<file path="config.mk">
export PLATFORM = sky130hd
export DESIGN_NAME = ordered_list_append_delete_search_flat
export DESIGN_NICKNAME = d
export VERILOG_FILES = /design/src/olads_pkg.sv /design/src/olads_if.sv /design/src/ordered_list_append_delete_search.sv /design/src/olads_store.sv /design/src/olads_seq.sv /design/src/flat_wrapper.sv
export SDC_FILE = /design/constraint.sdc
export NUM_CORES = 1
export LEC_CHECK = 0
export BUFFER_PORTS_ARGS = -buffer_cell sky130_fd_sc_hd__buf_2
export CORE_MARGIN = 3
export CORE_UTILIZATION = 60
export CTS_CLUSTER_SIZE = 14
export DETAILED_ROUTE_END_ITERATION = 12
export GPL_TIMING_DRIVEN = 0
export PLACE_DENSITY = 0.77
export SYNTH_ARGS = -nofsm -noshare
export SYNTH_HDL_FRONTEND = slang
export SYNTH_SLANG_ARGS = --single-unit
</file>
<file path="constraint.sdc">
create_clock -name clk -period 11.15 [get_ports clk]
set_input_delay 2.23 -clock clk [delete_from_list [all_inputs] [get_ports clk]]
set_output_delay 2.23 -clock clk [all_outputs]
set_load 0.02 [all_outputs]
</file>
<file path="src/olads_pkg.sv">
// Package for the ordered list block: operation and status codes,
// sequencer state type and field widths. No dependencies.
package olads_pkg;

	// Field widths of the request and response words.
	localparam int MODE_W   = 2;
	localparam int VALUE_W  = 32;
	localparam int POS_W    = 4;
	localparam int STATUS_W = 3;

	// Default list depth and the most entries a read out returns.
	localparam int LIST_DEPTH_DEF = 16;
	localparam int RESULT_CAP     = 16;

	// Operation codes carried in the mode field.
	typedef enum logic [MODE_W-1:0] {
		MODE_APPEND = 2'd0,
		MODE_READ   = 2'd1,
		MODE_DELETE = 2'd2,
		MODE_SEARCH = 2'd3
	} mode_t;

	// Status codes returned with each response word.
	typedef enum logic [STATUS_W-1:0] {
		ST_OK        = 3'd0,
		ST_NOT_FOUND = 3'd1,
		ST_FULL      = 3'd2,
		ST_BAD_POS   = 3'd3,
		ST_EMPTY     = 3'd4
	} status_t;

	// Sequencer states.
	typedef enum logic [3:0] {
		S_IDLE,
		S_DISPATCH,
		S_RO_ADDR,
		S_RO_DATA,
		S_DEL_ADDR,
		S_DEL_DATA,
		S_SR_ADDR,
		S_SR_DATA,
		S_EMIT
	} state_t;

endpackage

</file>
<file path="src/olads_if.sv">
// Valid/ready channel interfaces for the ordered list block.
// Depends on olads_pkg for field widths and types.
interface olads_req_if;
	logic                                  valid;
	logic                                  ready;
	olads_pkg::mode_t                      mode;
	logic signed [olads_pkg::VALUE_W-1:0]  value;
	logic        [olads_pkg::POS_W-1:0]    position;

	modport source (output valid, output mode, output value, output position, input ready);
	modport sink   (input valid, input mode, input value, input position, output ready);
endinterface

interface olads_rsp_if;
	logic                                  valid;
	logic                                  ready;
	logic signed [olads_pkg::VALUE_W-1:0]  item_value;
	logic        [olads_pkg::POS_W-1:0]    item_position;
	olads_pkg::status_t                    status;
	logic                                  last;

	modport source (output valid, output item_value, output item_position, output status,
		output last, input ready);
	modport sink   (input valid, input item_value, input item_position, input status,
		input last, output ready);
endinterface

</file>
<file path="src/ordered_list_append_delete_search.sv">
// Ordered list of signed 32-bit entries: append, read out, delete, search.
// Append and error cases go from dispatch to the emit state, which registers their word.
// Read out takes an address and a data state per entry, delete the same per entry
// shifted down and search the same per entry compared, set by the store's registered read port.
// One request at a time; the next is taken once the last word is registered.
// Reset clears the entry count and the handshake state; the store is not cleared.
module ordered_list_append_delete_search #(
	parameter int LIST_DEPTH = olads_pkg::LIST_DEPTH_DEF
) (
	input  logic        clk,
	input  logic        arst_n,
	olads_req_if.sink   req,
	olads_rsp_if.source rsp
);
	import olads_pkg::*;

	localparam int AW = $clog2(LIST_DEPTH);
	localparam int CW = $clog2(LIST_DEPTH + 1);

	logic                      mem_we;
	logic [AW-1:0]             mem_waddr;
	logic signed [VALUE_W-1:0] mem_wdata;
	logic [AW-1:0]             mem_raddr;
	logic signed [VALUE_W-1:0] mem_rdata;

	// Sequencer and compare unit.
	olads_seq #(
		.DEPTH (LIST_DEPTH),
		.AW    (AW),
		.CW    (CW)
	) u_seq (
		.clk       (clk),
		.arst_n    (arst_n),
		.req       (req),
		.rsp       (rsp),
		.mem_we    (mem_we),
		.mem_waddr (mem_waddr),
		.mem_wdata (mem_wdata),
		.mem_raddr (mem_raddr),
		.mem_rdata (mem_rdata)
	);

	// Entry store.
	olads_store #(
		.DEPTH (LIST_DEPTH),
		.AW    (AW)
	) u_store (
		.clk   (clk),
		.we    (mem_we),
		.waddr (mem_waddr),
		.wdata (mem_wdata),
		.raddr (mem_raddr),
		.rdata (mem_rdata)
	);

endmodule

</file>
<file path="src/olads_store.sv">
// Entry store of the ordered list: one write port and one read port
// with registered read data. Depends on olads_pkg for the entry width.
module olads_store #(
	parameter int DEPTH = olads_pkg::LIST_DEPTH_DEF,
	parameter int AW    = $clog2(DEPTH)
) (
	input  logic                                 clk,
	input  logic                                 we,
	input  logic [AW-1:0]                        waddr,
	input  logic signed [olads_pkg::VALUE_W-1:0] wdata,
	input  logic [AW-1:0]                        raddr,
	output logic signed [olads_pkg::VALUE_W-1:0] rdata
);
	import olads_pkg::*;

	logic signed [VALUE_W-1:0] mem_q [DEPTH];
	logic signed [VALUE_W-1:0] rdata_q;

	// Write port.
	always_ff @(posedge clk) begin
		if (we) begin
			mem_q[waddr] <= wdata;
		end
	end

	// Read port, data registered.
	always_ff @(posedge clk) begin
		rdata_q <= mem_q[raddr];
	end

	assign rdata = rdata_q;

endmodule

</file>
<file path="src/olads_seq.sv">
// Sequencer of the ordered list: walks the entry store one address at a
// time through a single compare unit and owns the response register.
// Depends on olads_pkg and the olads_req_if / olads_rsp_if interfaces.
module olads_seq #(
	parameter int DEPTH = olads_pkg::LIST_DEPTH_DEF,
	parameter int AW    = $clog2(DEPTH),
	parameter int CW    = $clog2(DEPTH + 1)
) (
	input  logic                                 clk,
	input  logic                                 arst_n,
	olads_req_if.sink                            req,
	olads_rsp_if.source                          rsp,
	output logic                                 mem_we,
	output logic [AW-1:0]                        mem_waddr,
	output logic signed [olads_pkg::VALUE_W-1:0] mem_wdata,
	output logic [AW-1:0]                        mem_raddr,
	input  logic signed [olads_pkg::VALUE_W-1:0] mem_rdata
);
	import olads_pkg::*;

	state_t                    state_q, state_d;
	mode_t                     op_q;
	logic signed [VALUE_W-1:0] value_q;
	logic [POS_W-1:0]          pos_q;
	logic [AW-1:0]             idx_q, idx_d;
	logic                      idx_load;
	logic [CW-1:0]             count_q;
	logic                      count_inc, count_dec;
	logic [POS_W-1:0]          res_pos_q, res_pos_d;
	status_t                   res_status_q, res_status_d;
	logic                      res_load;

	logic                      out_valid_q;
	logic signed [VALUE_W-1:0] out_value_q, out_value_d;
	logic [POS_W-1:0]          out_pos_q, out_pos_d;
	status_t                   out_status_q, out_status_d;
	logic                      out_last_q, out_last_d;
	logic                      out_load;

	logic out_free, list_full, list_empty, bad_pos, del_tail;
	logic idx_end, ro_last, del_done, hit;

	// Conditions on the count, the walk index and the compare unit.
	assign out_free   = !out_valid_q || rsp.ready;
	assign list_full  = (count_q == CW'(DEPTH));
	assign list_empty = (count_q == '0);
	assign bad_pos    = (32'(pos_q) >= 32'(count_q));
	assign del_tail   = (32'(pos_q) + 32'd1 >= 32'(count_q));
	assign idx_end    = (32'(idx_q) + 32'd1 == 32'(count_q));
	assign ro_last    = idx_end || (32'(idx_q) == 32'(RESULT_CAP - 1));
	assign del_done   = (32'(idx_q) + 32'd2 >= 32'(count_q));
	assign hit        = (mem_rdata == value_q);

	assign req.ready  = (state_q == S_IDLE);

	// Next state.
	always_comb begin
		state_d = state_q;
		unique case (state_q)
			S_IDLE: begin
				if (req.valid) state_d = S_DISPATCH;
			end
			S_DISPATCH: begin
				unique case (op_q)
					MODE_APPEND: state_d = S_EMIT;
					MODE_READ:   state_d = list_empty ? S_EMIT : S_RO_ADDR;
					MODE_DELETE: state_d = (list_empty || bad_pos || del_tail) ?
						S_EMIT : S_DEL_ADDR;
					MODE_SEARCH: state_d = list_empty ? S_EMIT : S_SR_ADDR;
					default:     state_d = S_EMIT;
				endcase
			end
			S_RO_ADDR: state_d = S_RO_DATA;
			S_RO_DATA: begin
				if (out_free) state_d = ro_last ? S_IDLE : S_RO_ADDR;
			end
			S_DEL_ADDR: state_d = S_DEL_DATA;
			S_DEL_DATA: state_d = del_done ? S_EMIT : S_DEL_ADDR;
			S_SR_ADDR:  state_d = S_SR_DATA;
			S_SR_DATA: begin
				if (hit || idx_end) state_d = S_EMIT;
				else                state_d = S_SR_ADDR;
			end
			S_EMIT: begin
				if (out_free) state_d = S_IDLE;
			end
			default: state_d = S_IDLE;
		endcase
	end

	// Store read address: a delete reads one entry ahead of the one it rewrites.
	assign mem_raddr = (state_q == S_DEL_ADDR) ? idx_q + AW'(1) : idx_q;

	// Per-state actions on the store, counters and response register.
	always_comb begin
		mem_we       = 1'b0;
		mem_waddr    = idx_q;
		mem_wdata    = mem_rdata;
		idx_load     = 1'b0;
		idx_d        = idx_q + AW'(1);
		count_inc    = 1'b0;
		count_dec    = 1'b0;
		res_load     = 1'b0;
		res_pos_d    = '0;
		res_status_d = ST_OK;
		out_load     = 1'b0;
		out_value_d  = '0;
		out_pos_d    = res_pos_q;
		out_status_d = res_status_q;
		out_last_d   = 1'b1;
		unique case (state_q)
			S_DISPATCH: begin
				res_load = 1'b1;
				idx_load = 1'b1;
				idx_d    = '0;
				unique case (op_q)
					MODE_APPEND: begin
						if (list_full) begin
							res_status_d = ST_FULL;
						end else begin
							mem_we    = 1'b1;
							mem_waddr = count_q[AW-1:0];
							mem_wdata = value_q;
							count_inc = 1'b1;
							res_pos_d = POS_W'(count_q);
						end
					end
					MODE_READ: begin
						if (list_empty) res_status_d = ST_EMPTY;
					end
					MODE_DELETE: begin
						if (list_empty) begin
							res_status_d = ST_EMPTY;
						end else if (bad_pos) begin
							res_status_d = ST_BAD_POS;
						end else begin
							res_pos_d = pos_q;
							idx_d     = AW'(pos_q);
							count_dec = del_tail;
						end
					end
					MODE_SEARCH: begin
						if (list_empty) res_status_d = ST_NOT_FOUND;
					end
					default: res_status_d = ST_OK;
				endcase
			end
			S_RO_DATA: begin
				if (out_free) begin
					out_load     = 1'b1;
					out_value_d  = mem_rdata;
					out_pos_d    = POS_W'(idx_q);
					out_status_d = ST_OK;
					out_last_d   = ro_last;
					idx_load     = !ro_last;
				end
			end
			S_DEL_DATA: begin
				// Move the next entry down into the gap.
				mem_we    = 1'b1;
				idx_load  = 1'b1;
				count_dec = del_done;
			end
			S_SR_DATA: begin
				if (hit) begin
					res_load  = 1'b1;
					res_pos_d = POS_W'(idx_q);
				end else if (idx_end) begin
					res_load     = 1'b1;
					res_status_d = ST_NOT_FOUND;
				end else begin
					idx_load = 1'b1;
				end
			end
			S_EMIT: begin
				out_load = out_free;
			end
			default: begin
				mem_we = 1'b0;
			end
		endcase
	end

	// Control registers.
	always_ff @(posedge clk or negedge arst_n) begin
		if (!arst_n) begin
			state_q     <= S_IDLE;
			count_q     <= '0;
			out_valid_q <= 1'b0;
		end else begin
			state_q <= state_d;
			if (count_inc)      count_q <= count_q + CW'(1);
			else if (count_dec) count_q <= count_q - CW'(1);
			if (out_load)       out_valid_q <= 1'b1;
			else if (rsp.ready) out_valid_q <= 1'b0;
		end
	end

	// Payload registers: latched request, walk index, pending result, response word.
	always_ff @(posedge clk) begin
		if (req.valid && req.ready) begin
			op_q    <= req.mode;
			value_q <= req.value;
			pos_q   <= req.position;
		end
		if (idx_load) idx_q <= idx_d;
		if (res_load) begin
			res_pos_q    <= res_pos_d;
			res_status_q <= res_status_d;
		end
		if (out_load) begin
			out_value_q  <= out_value_d;
			out_pos_q    <= out_pos_d;
			out_status_q <= out_status_d;
			out_last_q   <= out_last_d;
		end
	end

	assign rsp.valid         = out_valid_q;
	assign rsp.item_value    = out_value_q;
	assign rsp.item_position = out_pos_q;
	assign rsp.status        = out_status_q;
	assign rsp.last          = out_last_q;

endmodule
</file>
<file path="src/flat_wrapper.sv">
// flat-port wrapper written by rule: the top's interface ports become plain ports
module ordered_list_append_delete_search_flat import olads_pkg::*;
#(
	parameter int LIST_DEPTH = olads_pkg::LIST_DEPTH_DEF
)
  (clk, arst_n, req_valid, req_mode, req_value, req_position, req_ready, rsp_valid, rsp_item_value, rsp_item_position, rsp_status, rsp_last, rsp_ready);
  olads_req_if req_i ();
  olads_rsp_if rsp_i ();
  input  logic clk;
  input  logic arst_n;
  input wire logic [$bits(req_i.valid)-1:0] req_valid;
  input wire logic [$bits(req_i.mode)-1:0] req_mode;
  input wire logic [$bits(req_i.value)-1:0] req_value;
  input wire logic [$bits(req_i.position)-1:0] req_position;
  output wire logic [$bits(req_i.ready)-1:0] req_ready;
  output wire logic [$bits(rsp_i.valid)-1:0] rsp_valid;
  output wire logic [$bits(rsp_i.item_value)-1:0] rsp_item_value;
  output wire logic [$bits(rsp_i.item_position)-1:0] rsp_item_position;
  output wire logic [$bits(rsp_i.status)-1:0] rsp_status;
  output wire logic [$bits(rsp_i.last)-1:0] rsp_last;
  input wire logic [$bits(rsp_i.ready)-1:0] rsp_ready;
  assign req_i.valid = req_valid;
  assign req_i.mode = req_mode;
  assign req_i.value = req_value;
  assign req_i.position = req_position;
  assign req_ready = req_i.ready;
  assign rsp_valid = rsp_i.valid;
  assign rsp_item_value = rsp_i.item_value;
  assign rsp_item_position = rsp_i.item_position;
  assign rsp_status = rsp_i.status;
  assign rsp_last = rsp_i.last;
  assign rsp_i.ready = rsp_ready;
  ordered_list_append_delete_search #(.LIST_DEPTH(LIST_DEPTH)) u_core (.clk(clk), .arst_n(arst_n), .req(req_i), .rsp(rsp_i));
endmodule
</file>
# Word-level counts from Yosys, hierarchy flattened
# Memory sizes are Yosys's and may differ from the RTL's. A register that Yosys moved wholly into a read port is not among the register bits.
# Index checks and enable logic that the tools add are counted.
# totals
ff_bits	99
ram_bits	512
input_bits	42
out_inout_bits	42
elab_cells	119
mem_count	1
# classes
addsub	6
order_cmp	3
n_eq_ne	18
mux	62
reduce_logical	16
# memory_table
memory	words	word_bits	rd	rd_ports_with_merged_regs	wr	line	text
u_core.u_store.mem_q	16	32	1	1	1	olads_store.sv:16	logic signed [VALUE_W-1:0] mem_q [DEPTH];
# op_table
cell	count
two-way mux 32 bit	3
two-way mux 4 bit	20
case mux 4 bit (9 select lines)	1
equality test 32 bit	1
two-way mux 1 bit	19
equality test 4 x 3 -> 1 bit (second input constant)	4
case mux 4 bit (2 select lines)	2
case mux 4 bit (4 select lines)	1
two-way mux 3 bit	4
case mux 3 bit (4 select lines)	1
adder 4 x 1 -> 5 bit (second input constant)	2
>= comparator 5 bit	2
two-way mux 5 bit	2
equality test 4 x 2 -> 1 bit (second input constant)	2
equality test 4 bit (second input constant)	2
case mux 1 bit (2 select lines)	4
two-way mux 2 bit	3
!= test 2 bit (second input constant)	3
case mux 3 bit (2 select lines)	1
adder 4 x 2 -> 5 bit (second input constant)	1
adder 5 x 1 -> 5 bit (second input constant)	1
equality test 5 bit	1
equality test 5 bit (second input constant)	1
>= comparator 4 x 5 -> 1 bit	1
16 further kinds	23

# Depth between registers and ports, before layout
# depth
depth_word	8
ltp_mapped	15

# Cells and area by module
# A second synthesis with hierarchy kept.
# hier_totals
hier_cells	1310
hier_area_um2	25044.0
# modules_own_cells
module	instances	cells_per_inst	area_each_um2	seq_area_each_um2
olads_store	1	838	19835.3	16015.4
olads_seq	1	472	5208.7	2922.8

# Least setup slack after synthesis
# OpenSTA, ideal clock, no wires.
# synth_path
path_type	input-to-reg
start	input rsp_ready
end	register u_core.u_seq.out_pos_q[0], in the netlist u_core.u_seq.rsp.item_position[0], enable pin
setup_ns	0.442
t_arrival_ns	4.207
required_ns	10.708
path_slack_ns	6.501
cell_stages	2
n_path_buf	0
cell_sequence	nand2b_1 > nor2b_1
# synth_via
elab_chain_cells	3
# synth_rtl
element	line	text
from (decl)	flat_wrapper.sv:21	input wire logic [$bits(rsp_i.ready)-1:0] rsp_ready;
logical OR 1 bit (*)	olads_seq.sv:44	assign out_free = !out_valid_q || rsp.ready;
two-way mux 1 bit	olads_seq.sv:149	if (out_free) begin
case mux 1 bit (2 select lines) (*)	olads_seq.sv:111	unique case (state_q)
net u_core.u_seq.out_load	olads_seq.sv:38	logic out_load;
to (signal assigned)	olads_seq.sv:213	out_pos_q <= out_pos_d;
to (decl)	olads_seq.sv:35	logic [POS_W-1:0] out_pos_q, out_pos_d;
# The timed path passes the listed nets; every way through them passes the cells marked *.
# A chain may end at the register's enable or synchronous reset.

# Worst setup path in the final report
# layout_path
start	register u_core.u_seq.state_q[0]
end	output req_ready
# layout_via
elab_chain_cells	1
# layout_rtl
element	line	text
from (decl)	olads_seq.sv:21	state_t state_q, state_d;
from (signal assigned)	olads_seq.sv:191	state_q <= state_d;
logical NOT 4 bit	olads_seq.sv:54	assign req.ready = (state_q == S_IDLE);
to (decl)	flat_wrapper.sv:15	output wire logic [$bits(req_i.ready)-1:0] req_ready;
# Every way passes these cells.

==> metrics.log <==
INFO  metric status = complete, no violations
INFO  metric fmax = 239 MHz
INFO  metric drt_iter0_markers = 2,678
INFO  metric grtUsageMet1 = 41.6%
INFO  metric cts_inserted_buffers = 67
INFO  metric r2r-start = u_core.u_seq.idx_q[1]$_DFFE_PP_
INFO  metric finalClockSkew = 24.8 ps
INFO  metric post_route_clock_period_utilization = 37.5%
INFO  metric max_slew.worst_pin.slew = 1200 ps
INFO  metric share_of_flip_flops_with_an_asynchronous_set_or_reset_after_synthesis = 1.56%
INFO  metric cts-hold-fix-buffers = 0
INFO  metric drv_slew = 0
INFO  metric syn_std_cell_area = 28,200 um^2
INFO  metric setup.worst_path.start = u_core.u_seq.state_q[0]$_DFFE_PN0P_
INFO  metric antenna_found_initial = 1
INFO  metric design_area = 32,000 um^2
INFO  metric crit_required = 8920 ps
INFO  metric post-place-cells = 2,718
INFO  metric max_cap_violations = 0
INFO  metric postCtsResizedCells = 0
INFO  metric number_of_enable_type_register_cells_in_the_synthesized_netlist = 601
INFO  metric standard_cell_area_after_detailed_placement = 29,900 um^2
INFO  metric max_fanout_on_critical_path = 10
INFO  metric fin_crit = 4180 ps
INFO  metric ys_seq_area_share = 67.2%
INFO  metric multiInputGateArea = 8660 um^2
INFO  metric postCtsSetupBuffers = 0
INFO  metric floorplan.die_area = 49,600 um^2
INFO  metric maxSlewHeadroom = 19.2%
INFO  metric power.density_cell_area = 301 nW/um^2
INFO  metric vdd.ir_drop.worst = 0.191 mV
INFO  metric initial_utilization = 61.4%
INFO  metric cts_max_level = 3
INFO  metric finalHoldViolations = 0
INFO  metric gp_routability_congestion = 0.888
INFO  metric grt_pass1_vias = 18,900
INFO  metric met2_usage = 50.9%
INFO  metric ff2ff_setup_slack = 7000 ps
INFO  metric area_growth = 13.7%
INFO  metric remaining_drc_errors = 0
INFO  metric setup_slack = 6970 ps
INFO  metric place_worst_setup_slack = 6710 ps
INFO  metric clk_root_buffer_cell = sky130_fd_sc_hd__clkbuf_16
INFO  metric clock_sink_count = 643
INFO  metric antenna_violating_nets_post_route = 0
INFO  metric routed_wire_length_per_instance = 28.3 um
INFO  metric place.detailed.hpwl = 53.3 mm
INFO  metric crit_path_end_kind = output port
INFO  metric ff2ff_path_depth = 8
INFO  metric yosysWarnings = 0
INFO  metric ys_ff_latch = 643
INFO  metric cellLeakagePower = 11.3 nW
INFO  metric grtUsageTotal = 31.9%
INFO  metric synth_area_per_cell = 14.0 um^2
INFO  metric final.setup.tns = 0 ps
INFO  metric num_rows = 78
INFO  metric final-instance-count-excl-fill = 2,840
INFO  metric timing.setup.critical_path_class = register to output port
INFO  metric synth_nets = 2,080
INFO  metric worst_skew_pair.late_latency = 610 ps
INFO  metric post_layout_utilization_of_the_core = 69.8%
INFO  metric diodes = 0
INFO  metric min_from = u_core.u_seq.res_status_q[2]$_DFFE_PP_
INFO  metric top_usage_layer = met2
INFO  metric height_of_the_die = 223 um
INFO  metric critPathLaunchType = register
INFO  metric grt_setup_unrepaired = no
INFO  metric synth.lib_cells_used.distinct = 65
INFO  metric wire_length_of_the_first_global_routing_pass = 118 mm
INFO  metric area.sequential = 18,900 um^2
INFO  metric min_path_cells = 1
INFO  metric grt_start_max_net_pins = 25
INFO  metric number_of_input_and_output_port_buffers_inserted = 83
INFO  metric clk_path_buf_depth = 3
INFO  metric detailroute.via_count = 19,100
INFO  metric worst_r2r_endpoint = u_core.u_store.rdata[1]$_DFF_P_
INFO  metric gr-total-overflow = 0
INFO  metric dr.pass1.iters = 8
INFO  metric num_io_pins = 84
INFO  metric worst_setup_hold_path_clk_slew = 60 ps
INFO  metric fp.coreArea = 45,900 um^2
INFO  metric cts_tree = done
INFO  metric floorplan.die.width = 223 um
INFO  metric worst_ep_arrival_time = 1950 ps
INFO  metric viasPerCell = 6.72
INFO  metric fraction_of_layout_cells_with_a_size_suffix_above_1 = 19.2%
INFO  metric num-nets-final = 2,250
INFO  metric synth-main-ff-cell = sky130_fd_sc_hd__edfxtp_1
INFO  metric synthesis.instances = 2,017
INFO  metric grt.met3_usage = 7.85%
INFO  metric min-delay-path-class = register to register
INFO  metric hold_end = u_core.u_seq.rsp.status[2]$_DFFE_PP_
INFO  metric wirelength = 80.3 mm
INFO  metric num-fill-cells = 2,982
INFO  metric final-setup-viol-count = 0
how the worst max path moves through the flow:
| stage | to | slack [ps] | depth (start not counted) |
|---|---|---|---|
| after floorplan | u_core.u_seq.rsp.item_position[0]$_DFFE_PP_ | 6500 | 2 |
| after global placement | u_core.u_seq.rsp.item_value[23]$_SDFFCE_PN0P_ | 4760 | 3 |
| after detailed placement | u_core.u_seq.idx_q[0]$_DFFE_PP_ | 6710 | 7 |
| after CTS | req_ready | 6880 | 3 |
| after global routing | req_ready | 6790 | 3 |
| final | req_ready | 6970 | 3 |
Yosys cell counts (32+ instances only):
cell                       number  share of area [%]
sky130_fd_sc_hd__o22ai_1       86                1.9
sky130_fd_sc_hd__dfxtp_1       32                2.3
sky130_fd_sc_hd__nor2_1        36               0.48
sky130_fd_sc_hd__nand2_1      292                3.9
sky130_fd_sc_hd__inv_1         33               0.44
sky130_fd_sc_hd__edfxtp_1     601                 64
sky130_fd_sc_hd__mux2_2       132                5.3
sky130_fd_sc_hd__clkbuf_1      71               0.95
sky130_fd_sc_hd__nand3_1      100                1.8
sky130_fd_sc_hd__a21oi_1       52               0.92
sky130_fd_sc_hd__mux2i_1      156                5.5
sky130_fd_sc_hd__a221oi_1      62                1.9
sky130_fd_sc_hd__buf_2         36               0.64
sky130_fd_sc_hd__o21ai_0       40               0.71
sky130_fd_sc_hd__xnor2_1       44                1.4
sky130_fd_sc_hd__and2_1        36               0.80
flip-flops by register name, summed over array words and instances (netlist names):
signal and count:
u_core.u_seq.rsp.status 3, u_core.u_seq.rsp.valid 1, u_core.u_seq.rsp.item_position 4, u_core.u_seq.rsp.item_value 32, u_core.u_seq.res_pos_q 4, u_core.u_seq.idx_q 4
u_core.u_store.rdata 32, u_core.u_seq.res_status_q 3, u_core.u_seq.state_q 4, u_core.u_seq.rsp.last 1, u_core.u_seq.pos_q 4, u_core.u_seq.count_q 5
u_core.u_seq.value_q 32, u_core.u_store.mem_q 512, u_core.u_seq.op_q 2
routing by layer:
layer	wire length, um	vias up
met3	9740	289
met5	0	-
met2	37300	1350
met4	4160	0
li1	-	8078
met1	29000	9365
per-stage QoR:
step	hold WS, ps	total power [mW]
final	542	9.66
after global routing	578	9.99
after CTS	538	9.56
after detailed placement	525	7.35
after global placement	529	7.15
after floorplan	509	5.94
cell type report:
class	count	area share [%]
Tap cell	600	2.34
Clock buffer	93	5.99
Buffer	129	1.82
Sequential cell	643	59.1
Clock inverter	29	0.805
Inverter	34	0.398
Timing Repair Buffer	101	2.49
Multi-Input combinational cell	1211	27.0
where the power goes:
group	total, mW	internal [mW]	leakage, nW	switching, mW
clock network	2.21	1.28	1.07	0.929
logic	3.95	1.25	4.36	2.70
registers	3.49	3.31	5.82	0.182
total	9.66	5.84	11.3	3.81
critical path: stages (launching register included):
cell and delay [ps]:
sky130_fd_sc_hd__dfrtp_1 460, sky130_fd_sc_hd__clkbuf_1 240, sky130_fd_sc_hd__nor4_1 400, sky130_fd_sc_hd__buf_2 240
placed cells by master (no fill, tap or decap), types with 20 or more instances in the layout:
master	Yosys	final
sky130_fd_sc_hd__clkbuf_1	71	86
sky130_fd_sc_hd__dfxtp_1	32	32
sky130_fd_sc_hd__inv_1	33	33
sky130_fd_sc_hd__o21ai_0	40	40
sky130_fd_sc_hd__nand3_1	100	100
sky130_fd_sc_hd__and2_1	36	35
sky130_fd_sc_hd__buf_2	36	119
sky130_fd_sc_hd__mux2i_1	156	156
sky130_fd_sc_hd__a221oi_1	62	62
sky130_fd_sc_hd__a2111oi_2	20	20
sky130_fd_sc_hd__a21oi_1	52	52
sky130_fd_sc_hd__edfxtp_1	601	601
sky130_fd_sc_hd__xnor2_1	44	44
sky130_fd_sc_hd__nor2_1	36	20
sky130_fd_sc_hd__clkbuf_16	0	70
sky130_fd_sc_hd__o22ai_1	86	86
sky130_fd_sc_hd__mux2_2	132	132
sky130_fd_sc_hd__ha_1	20	20
sky130_fd_sc_hd__nand2_1	292	292
kinds of logic after synthesis:
| kind of cell | after synthesis | share of synthesized area, % |
|---|---|---|
| xor+xnor | 50 | 1.61 |
| mux | 291 | 11.0 |
| simple gates | 535 | 8.64 |
| buf+inv | 163 | 2.52 |
| flops | 643 | 67.2 |
| compound gates | 314 | 8.06 |
| fa+ha+maj | 21 | 0.959 |
Power figures use the tool's default switching activity.
